==> src/sv/b64c_pkg.sv <==
`timescale 1ns / 1ps

package b64c_pkg;

    localparam logic       MODE_ENCODE    = 1'b0;
    localparam logic       MODE_DECODE    = 1'b1;

    localparam logic [1:0] STATUS_OK      = 2'd0;
    localparam logic [1:0] STATUS_LENGTH  = 2'd1;
    localparam logic [1:0] STATUS_INVALID = 2'd2;

    localparam logic [7:0] PAD_CHAR       = 8'h3D;

    // most results one item can cause
    localparam int         BURST_MAX      = 4;

    typedef struct packed
    {
        logic [7:0] in_byte;
        logic       in_last;
    } in_item_t;

    typedef struct packed
    {
        logic [7:0] out_byte;
        logic       has_data;
        logic       out_last;
        logic [1:0] status;
    } out_item_t;

    typedef struct packed
    {
        logic [23:0] group_store;
        logic [1:0]  group_position;
        logic        padding_seen;
        logic        invalid_seen;
    } codec_state_t;

    typedef struct packed
    {
        logic [2:0]                      count;
        out_item_t [BURST_MAX-1:0]       items;
    } burst_t;

    // 6-bit value to alphabet character
    function automatic logic [7:0] char_encode(input logic [5:0] v);
        logic [7:0] w;
        begin
            w = {2'b00, v};
            if (v < 6'd26)
                return 8'(w + 8'd65);
            else if (v < 6'd52)
                return 8'(w + 8'd71);
            else if (v < 6'd62)
                return 8'(w - 8'd4);
            else if (v == 6'd62)
                return 8'h2B;
            else
                return 8'h2F;
        end
    endfunction

    // character to {invalid, value}; a non-alphabet character reads as 63
    function automatic logic [6:0] char_decode(input logic [7:0] c);
        begin
            if (c >= 8'h41 && c <= 8'h5A)
                return {1'b0, 6'(c - 8'h41)};
            else if (c >= 8'h61 && c <= 8'h7A)
                return {1'b0, 6'(c - 8'd71)};
            else if (c >= 8'h30 && c <= 8'h39)
                return {1'b0, 6'(c + 8'd4)};
            else if (c == 8'h2B)
                return {1'b0, 6'd62};
            else if (c == 8'h2F)
                return {1'b0, 6'd63};
            else
                return {1'b1, 6'd63};
        end
    endfunction

    function automatic out_item_t data_item(input logic [7:0] b, input logic last);
        out_item_t r;
        begin
            r.out_byte = b;
            r.has_data = 1'b1;
            r.out_last = last;
            r.status   = STATUS_OK;
            return r;
        end
    endfunction

endpackage

==> src/sv/b64c_step.sv <==
`timescale 1ns / 1ps

module b64c_step
(
    input  logic                    mode,
    input  b64c_pkg::codec_state_t  st,
    input  b64c_pkg::in_item_t      item,
    output b64c_pkg::codec_state_t  st_next,
    output b64c_pkg::burst_t        burst
);

    logic [7:0]            b;
    logic [6:0]            dec;
    logic [5:0]            v;
    logic [1:0]            pos_inc;
    logic                  n_data;
    logic [1:0]            end_status;
    b64c_pkg::out_item_t   marker;

    assign b       = item.in_byte;
    assign dec     = b64c_pkg::char_decode(b);
    assign v       = dec[5:0];
    assign pos_inc = st.group_position + 2'd1;

    always_comb
    begin
        st_next    = st;
        burst      = '0;
        n_data     = 1'b0;
        end_status = b64c_pkg::STATUS_OK;
        marker     = '0;
        if (mode == b64c_pkg::MODE_DECODE)
        begin
            if (!st.padding_seen)
            begin
                if (st.group_position[1] && b == b64c_pkg::PAD_CHAR)
                begin
                    st_next.padding_seen = 1'b1;
                end
                else
                begin
                    if (dec[6])
                        st_next.invalid_seen = 1'b1;
                    case (st.group_position)
                        2'd0:
                        begin
                            st_next.group_store = {v, 18'b0};
                        end
                        2'd1:
                        begin
                            st_next.group_store = st.group_store | {6'b0, v, 12'b0};
                            burst.items[0] = b64c_pkg::data_item(
                                {st.group_store[23:18], v[5:4]}, 1'b0);
                            n_data = 1'b1;
                        end
                        2'd2:
                        begin
                            st_next.group_store = st.group_store | {12'b0, v, 6'b0};
                            burst.items[0] = b64c_pkg::data_item(
                                {st.group_store[15:12], v[5:2]}, 1'b0);
                            n_data = 1'b1;
                        end
                        default:
                        begin
                            st_next.group_store = '0;
                            burst.items[0] = b64c_pkg::data_item(
                                {st.group_store[7:6], v}, 1'b0);
                            n_data = 1'b1;
                        end
                    endcase
                end
            end
            st_next.group_position = pos_inc;
            if (item.in_last)
            begin
                // length error wins over a bad character
                if (pos_inc != 2'd0)
                    end_status = b64c_pkg::STATUS_LENGTH;
                else if (st_next.invalid_seen)
                    end_status = b64c_pkg::STATUS_INVALID;
                marker.out_last = 1'b1;
                marker.status   = end_status;
                if (n_data)
                    burst.items[1] = marker;
                else
                    burst.items[0] = marker;
                burst.count = 3'(n_data) + 3'd1;
                st_next     = '0;
            end
            else
            begin
                burst.count = 3'(n_data);
            end
        end
        else
        begin
            case (st.group_position)
                2'd0:
                begin
                    st_next.group_store    = {b, 16'b0};
                    st_next.group_position = 2'd1;
                    burst.items[0] = b64c_pkg::data_item(
                        b64c_pkg::char_encode(b[7:2]), 1'b0);
                    if (item.in_last)
                    begin
                        burst.items[1] = b64c_pkg::data_item(
                            b64c_pkg::char_encode({b[1:0], 4'b0}), 1'b0);
                        burst.items[2] = b64c_pkg::data_item(b64c_pkg::PAD_CHAR, 1'b0);
                        burst.items[3] = b64c_pkg::data_item(b64c_pkg::PAD_CHAR, 1'b1);
                        burst.count    = 3'd4;
                    end
                    else
                    begin
                        burst.count = 3'd1;
                    end
                end
                2'd1:
                begin
                    st_next.group_store    = {st.group_store[23:16], b, 8'b0};
                    st_next.group_position = 2'd2;
                    burst.items[0] = b64c_pkg::data_item(
                        b64c_pkg::char_encode({st.group_store[17:16], b[7:4]}), 1'b0);
                    if (item.in_last)
                    begin
                        burst.items[1] = b64c_pkg::data_item(
                            b64c_pkg::char_encode({b[3:0], 2'b0}), 1'b0);
                        burst.items[2] = b64c_pkg::data_item(b64c_pkg::PAD_CHAR, 1'b1);
                        burst.count    = 3'd3;
                    end
                    else
                    begin
                        burst.count = 3'd1;
                    end
                end
                default:
                begin
                    st_next.group_store    = '0;
                    st_next.group_position = 2'd0;
                    burst.items[0] = b64c_pkg::data_item(
                        b64c_pkg::char_encode({st.group_store[11:8], b[7:6]}), 1'b0);
                    burst.items[1] = b64c_pkg::data_item(
                        b64c_pkg::char_encode(b[5:0]), item.in_last);
                    burst.count    = 3'd2;
                end
            endcase
            if (item.in_last)
                st_next = '0;
        end
    end

endmodule

==> src/sv/b64c_burst.sv <==
`timescale 1ns / 1ps

module b64c_burst
(
    input  logic                  clk,
    input  logic                  rst_n,
    input  logic                  load_valid,
    output logic                  load_ready,
    input  b64c_pkg::burst_t      load,
    output logic                  out_valid,
    input  logic                  out_ready,
    output b64c_pkg::out_item_t   out_data
);

    b64c_pkg::out_item_t [b64c_pkg::BURST_MAX-1:0] items_reg;
    logic [2:0] left_reg;
    logic [2:0] left_next;
    logic [1:0] idx_reg;
    logic [1:0] idx_next;
    logic       out_fire;
    logic       load_fire;

    assign out_valid  = (left_reg != 3'd0);
    assign out_data   = items_reg[idx_reg];
    assign out_fire   = out_valid && out_ready;
    // a new burst may land as the last pending result transfers
    assign load_ready = (left_reg == 3'd0) || (left_reg == 3'd1 && out_ready);
    assign load_fire  = load_valid && load_ready;

    always_comb
    begin
        left_next = left_reg;
        idx_next  = idx_reg;
        if (load_fire)
        begin
            left_next = load.count;
            idx_next  = 2'd0;
        end
        else if (out_fire)
        begin
            left_next = left_reg - 3'd1;
            idx_next  = idx_reg + 2'd1;
        end
    end

    always_ff @(posedge clk or negedge rst_n)
    begin
        if (!rst_n)
        begin
            left_reg <= 3'd0;
            idx_reg  <= 2'd0;
        end
        else
        begin
            left_reg <= left_next;
            idx_reg  <= idx_next;
        end
    end

    always_ff @(posedge clk)
    begin
        if (load_fire)
            items_reg <= load.items;
    end

`ifndef SYNTHESIS
    a_left_bound: assert property (@(posedge clk) disable iff (!rst_n)
        left_reg <= 3'd4)
        else $error("pending result count out of range");

    a_window_bound: assert property (@(posedge clk) disable iff (!rst_n)
        ({2'b00, idx_reg} + {1'b0, left_reg}) <= 4'd4)
        else $error("result index runs past the burst");

    a_load_only_when_drained: assert property (@(posedge clk) disable iff (!rst_n)
        load_fire |-> (left_reg == 3'd0 || (left_reg == 3'd1 && out_fire)))
        else $error("burst overwritten while results pending");

    a_load_restarts: assert property (@(posedge clk) disable iff (!rst_n)
        load_fire |=> (idx_reg == 2'd0 && left_reg == $past(load.count)))
        else $error("burst load did not restart the drain");
`endif

endmodule

==> src/sv/base64_codec_core.sv <==
`timescale 1ns / 1ps

// Streaming Base64 (standard alphabet) encoder/decoder. cfg_data selects encode (0) or
// decode (1); writing it abandons any message in progress, so write it between messages.
// Encode turns each three raw bytes into four characters and pads the final group with
// '='; decode turns each four characters into three bytes, stops at a padded group and
// closes every message with a bare end result (has_data 0) whose status reports a length
// that is not a multiple of four or a non-alphabet character. Each input transfer is
// decoded combinationally into a burst of zero to four results that leave through a single
// registered output, one per cycle while out_ready is high, and the next item is taken
// in the same cycle its predecessor's last result transfers. The block is ready right
// after reset.
module base64_codec_core
(
    input  logic                  clk,
    input  logic                  rst_n,
    input  logic                  cfg_valid,
    output logic                  cfg_ready,
    input  logic                  cfg_data,
    input  logic                  in_valid,
    output logic                  in_ready,
    input  b64c_pkg::in_item_t    in_data,
    output logic                  out_valid,
    input  logic                  out_ready,
    output b64c_pkg::out_item_t   out_data
);

    logic                    mode_reg;
    b64c_pkg::codec_state_t  state_reg;
    b64c_pkg::codec_state_t  state_next;
    b64c_pkg::burst_t        burst;
    logic                    cfg_fire;
    logic                    in_fire;

    assign cfg_ready = 1'b1;
    assign cfg_fire  = cfg_valid && cfg_ready;
    assign in_fire   = in_valid && in_ready;

    b64c_step u_step
    (
        .mode    (mode_reg),
        .st      (state_reg),
        .item    (in_data),
        .st_next (state_next),
        .burst   (burst)
    );

    b64c_burst u_burst
    (
        .clk        (clk),
        .rst_n      (rst_n),
        .load_valid (in_valid),
        .load_ready (in_ready),
        .load       (burst),
        .out_valid  (out_valid),
        .out_ready  (out_ready),
        .out_data   (out_data)
    );

    always_ff @(posedge clk or negedge rst_n)
    begin
        if (!rst_n)
        begin
            mode_reg  <= b64c_pkg::MODE_ENCODE;
            state_reg <= '0;
        end
        else if (cfg_fire)
        begin
            mode_reg  <= cfg_data;
            state_reg <= '0;
        end
        else if (in_fire)
        begin
            state_reg <= state_next;
        end
    end

`ifndef SYNTHESIS
    a_last_clears: assert property (@(posedge clk) disable iff (!rst_n)
        (in_fire && in_data.in_last) |=>
            (state_reg.group_position == 2'd0 && !state_reg.padding_seen
             && !state_reg.invalid_seen))
        else $error("message state survived the final transfer");

    a_encode_no_flags: assert property (@(posedge clk) disable iff (!rst_n)
        (mode_reg == b64c_pkg::MODE_ENCODE) |->
            (!state_reg.padding_seen && !state_reg.invalid_seen))
        else $error("decode flags set in encode mode");

    a_encode_never_empty: assert property (@(posedge clk) disable iff (!rst_n)
        (in_fire && mode_reg == b64c_pkg::MODE_ENCODE) |-> (burst.count != 3'd0))
        else $error("encoded byte produced no character");

    a_decode_last_marks: assert property (@(posedge clk) disable iff (!rst_n)
        (in_fire && mode_reg == b64c_pkg::MODE_DECODE && in_data.in_last)
            |-> (burst.count != 3'd0))
        else $error("decoded message without end result");
`endif

endmodule

==> config.mk <==
export PLATFORM = sky130hd
export DESIGN_NAME = base64_codec_core
export DESIGN_NICKNAME = d
export VERILOG_FILES = /design/src/sv/b64c_pkg.sv /design/src/sv/b64c_step.sv /design/src/sv/b64c_burst.sv /design/src/sv/base64_codec_core.sv
export SDC_FILE = /design/constraint.sdc
export NUM_CORES = 1
export LEC_CHECK = 0
export ABC_CLOCK_PERIOD_IN_PS = 3900
export BUFFER_PORTS_ARGS = -buffer_cell sky130_fd_sc_hd__buf_2
export CORE_ASPECT_RATIO = 0.75
export CORE_MARGIN = 4
export CORE_UTILIZATION = 50
export DETAILED_ROUTE_END_ITERATION = 8
export GPL_TIMING_DRIVEN = 0
export PLACE_DENSITY_LB_ADDON = 0.2
export SETUP_SLACK_MARGIN = 0.4
export SLEW_MARGIN = 40
export SYNTH_ARGS = -nofsm -noshare
export SYNTH_HDL_FRONTEND = slang
export SYNTH_HIERARCHICAL = 1
export SYNTH_SLANG_ARGS = --single-unit
==> constraint.sdc <==
create_clock -name clk -period 3.9 [get_ports clk]
set_input_delay 0.975 -clock clk [delete_from_list [all_inputs] [get_ports clk]]
set_output_delay 0.975 -clock clk [all_outputs]
set_load 0.005 [all_outputs]
After elaboration in Yosys (flattened, before gate mapping)
Cells that the tools add are included.
{ "word_totals": {"regBits": 82, "in_bits": 15} }
{ "classes": {"add_sub_neg": 25, "muxes": 69, "n_reduce_logical": 19, "bitwise": 3, "order_cmp": 25, "eq_ne": 13} }
{ "ops": {"columns": ["cell", "count"], "rows": [
  ["two-way mux 8 bit", 18],
  ["two-way mux 28 bit", 5],
  ["adder 6 x 7 -> 8 bit (second input constant)", 12],
  ["two-way mux 24 bit", 4],
  ["less-than comparator 6 bit (second input constant)", 12],
  ["case mux 24 bit (3 select lines)", 1],
  ["case mux 26 bit (2 select lines)", 1],
  ["two-way mux 12 bit", 4],
  ["case mux 24 bit (2 select lines)", 1],
  ["subtractor 6 x 3 -> 7 bit (second input constant)", 6],
  ["less-than comparator 6 x 5 -> 1 bit (second input constant)", 6],
  ["case mux 12 bit (3 select lines)", 1],
  ["two-way mux 7 bit", 5],
  ["two-way mux 34 bit", 1],
  ["two-way mux 3 bit", 10],
  ["binary-select mux 12 bit (select 2 bit)", 1],
  ["equality test 6 bit (second input constant)", 4],
  ["equality test 8 x 6 -> 1 bit (second input constant)", 3],
  ["bitwise OR 24 x 12 -> 24 bit", 1],
  ["bitwise OR 24 x 18 -> 24 bit", 1],
  ["case mux 12 bit (2 select lines)", 1],
  ["two-way mux 22 bit", 1],
  ["greater-or-equal comparator 8 x 7 -> 1 bit (second input constant)", 2],
  ["<= comparator 8 x 7 -> 1 bit (second input constant)", 2],
  ["27 further kinds", 51]
]} }

Depth between registers and ports, before layout
{ "logic_depth": {"ltp_word": 15, "depth_mapped": 14, "ltp_nobuf": 11} }

Hierarchy
The synthesis kept the hierarchy.
{ "modules_own_cells": {"columns": ["module", "cells_per_inst", "area_each_um2", "instances", "seq_area_each_um2"], "rows": [
  ["b64c_step", 573, 3565.9, 1, 0.0],
  ["b64c_burst", 97, 2065.7, 1, 1566.5],
  ["base64_codec_core", 131, 1466.4, 1, 725.7]
]} }

Least setup slack after synthesis
Ideal clock, no wire load.
{ "synth_timing": {"path_type": "input -> register", "startpoint": "in in_data[4] (netlist name)", "endpoint": "reg u_burst/items_reg[4] (netlist name) (data pin)", "path_buffers": 3, "required_time_ps": 3646, "t_arrival_ps": 3408, "slack_ps": 239, "setup_time_ps": 254, "path_stages": 12, "cell_sequence": "clkbuf_1 -> clkinv_1 -> ha_1 -> clkbuf_1 -> nand3b_1 -> a21oi_1 -> or2_1 -> buf_2 -> o221ai_1 -> o2111ai_1 -> a311o_1 -> a21o_1"} }
{ "synth_lines": {"columns": ["item", "line_no", "rtl"], "rows": [
  ["from (decl)", "base64_codec_core.sv:22", "input b64c_pkg::in_item_t in_data,"],
  ["to (signal assigned)", "b64c_burst.sv:63", "items_reg <= load.items;"],
  ["to (decl)", "b64c_burst.sv:15", "b64c_pkg::out_item_t [b64c_pkg::BURST_MAX-1:0] items_reg;"]
]} }

==> summary.md <==
The count of yosys warnings during synthesis came out at 6. After synthesis the cells add up to 6790 um2. In this run, CTS created clock tree buffers numbering 9.

The most common cell after layout, fill and taps aside was a21oi_1. The core area was 13200 um2. The detailed-placement wirelength estimate is 17100 um, and the ratio of cells with drive above 1 in the final layout is 25.6%. The cell depth of the worst min-delay path is 1, and the smallest setup slack after layout is 0.435 ns.

Entering global routing, the biggest net connects 46 pins. The effective utilization at floorplan was 51.6%. In this run the worst hold path is classified as reg2reg.

The horizontal die dimension came out at 143 um. The actual transition at the worst max-transition pin is 0.809 ns, and the initial antenna violation count is 0. The logs give 289 MHz for the upper clock frequency limit and 41.5% for the combinational share of power. In this run the worst path has a maximum fanout of 10. STA puts the critical path data required time at 4.00 ns. The worst slew slack as a fraction of its limit is 46.0%, and the area enclosed by the die boundary is 15500 um2. The critical path data arrival time came out at 3.57 ns. Share of the clock period used by the worst path after layout: 88.8%. The power spent charging and discharging nets is 1.23 mW. The register-to-register setup slack was 1.01 ns. The clock passes through at most 2 buffers.

The worst-case IR drop observed on VDD is 433 uV. In this run the core area contains 36 standard-cell rows. The repair_antennas step left the layout with diodes totalling 0.

The total of buffers placed on input and output ports is 28. The congestion estimate from routability-driven global placement came to 0.993. The run gives 968 as the count of routing violations after the opening detailed-route iteration. Detailed routing inserted a total of 6798 vias. The worst hold slack across all endpoints was 0.517 ns. The H-tree was split into 3 levels. For the antenna violation net count after detailed routing, the log shows 0.

The later-pin clock latency in the skew report is 0.34 ns. The worst reg2reg path depth is 11. The internal power contribution is 2.16 mW. Dividing the detail-routed via count by the number of cells gives 6.60.

The number of pins with negative max-slew slack in the final report came out at 0. The critical path is of the in2reg type. Count of boundary I/O pins: 30. Global routing finished with a remaining overflow of 0. The flip-flop count of the largest register after layout is 48, and the average wire length per cell after detail routing is 22.8 um.

For the post-place instance area, the log shows 7250 um2. The worst register-to-register path ends at state_reg[12]. Setup repair after global routing could not meet its margin everywhere.

Origin of the worst min-delay path: mode_reg. In the layout the commonest cells are a21oi_1 (60), buf_4 (54), nand2_1 (54). On the final layout, the worst clock skew is 0.00893 ns.

Once layout is complete, the cells apart from fillers number 1030. For this design the ratio of total power to cell area is 414 nW/um2. The switching power share of the total was 36.3%. OpenSTA, run right after detailed placement, puts the worst setup slack at -0.608 ns.

The flow ran to the end, and the final reports show no timing, DRC or antenna violations. A synthesized cell averages 8.81 um2. The tools report the overall global routing resource usage as 30.0%. For the final routed database, the setup TNS stands at 0 ns. The area added between synthesis and finish is 20.7%, and the number of global-route vias before repair is 6285. The leakage power summed over all cells is 3.16 nW. The clock network is responsible for 25.7% of the overall power. The run gives 76 as the clock sink count.

TritonCTS built the clock tree. The tools report the total setup violations reported at the end of the flow as 0. The worst hold path endpoint is mode_reg.

Before antenna repair, the detailed router went through 6 iterations. The clock-pin slew of the registers on the worst-case setup and hold paths was 0.06 ns. Synthesis handed over a netlist of 771 instances. The kind of start point of the critical path was an input port.

The tools report the max-capacitance violation count as 0. STA classifies the critical path endpoint as a register. The finished cells cover 8200 um2. The root buffer cell chosen for the clock tree is clkbuf_16. For this run, design rule violations remaining after detail routing come to 0. The sequential power share is 32.8%. The final layout contains routed wiring with a total length of 23500 um. The run gives 36000 um as the global-route wire length before repair. The tools report the final hold violation count as 0. The vertical extent of the die was 109 um; the final net count was 902.

The tools report the source of the worst register-to-register timing path as state_reg[2]. The final critical path time including I/O delays and setup was 3.46 ns. Placed instance count: 980.
==> through the flow <==
step	power, mW	utilization [%]
2_1_floorplan	2.03	-
3_3_place_gp	2.40	54.9
3_5_place_dp	2.45	55.1
4_1_cts	3.35	59.3
5_1_grt	3.58	62.3
6_report	3.40	62.3
==> power groups by stage <==
stage | Combinational (mW) | Clock (mW) | Sequential (mW)
6_report | 1.41 | 0.872 | 1.11
5_1_grt | 1.53 | 0.922 | 1.13
4_1_cts | 1.35 | 0.879 | 1.12
3_5_place_dp | 1.32 | 0 | 1.13
3_3_place_gp | 1.27 | 0 | 1.13
2_1_floorplan | 0.929 | 0 | 1.10
==> routing by layer <==
layer / GRT usage, % / vias up / routed length, um
li1: - / 3036 / -
met1: 44.3 / 3306 / 10400
met5: 0 / - / 0
met4: 6.24 / 0 / 346
met3: 5.96 / 39 / 2510
met2: 45.6 / 417 / 10300
==> layout make-up <==
cell class	count	area, um2
clock buffers	10	239
multi-input cells	580	4340
repair buffers	63	449
flip-flops and latches	76	2140
plain buffers	92	591
well taps	171	214
inverters	32	150
fillers	1106	4950
clock inverters	6	70.1
==> worst max-delay path: stages <==
cell and delay [ns]:
clkbuf_4 0.20, buf_12 0.17, clkinvlp_4 0.14, buf_4 0.16, ha_4 0.17, nor2b_1 0.22, o211ai_1 0.22, o211ai_4 0.17
nor3b_1 0.09, o211ai_1 0.41, buf_4 0.19, a21oi_1 0.07, o32ai_2 0.36
==> worst max path at each step <==
stage	startpoint	end	slack [ns]	cells after the start
floorplan	in_data[4]	u_burst/items_reg[7]	0.40	9
global placement	in_data[4]	u_burst/items_reg[9]	-0.59	11
detailed placement	in_data[4]	u_burst/items_reg[9]	-0.61	11
CTS	in_data[1]	state_reg[20]	0.37	14
global route	in_data[4]	state_reg[21]	0.38	12
finish	in_data[2]	u_burst/items_reg[9]	0.44	13
==> repair_timing <==
item,in CTS,in global routing
resized for setup,40,45
setup buffers,9,25
hold buffers,0,0
pin swaps,5,20
gates cloned,0,0
endpoints found under the setup margin,28,26
(Power assumes the default switching activity.)
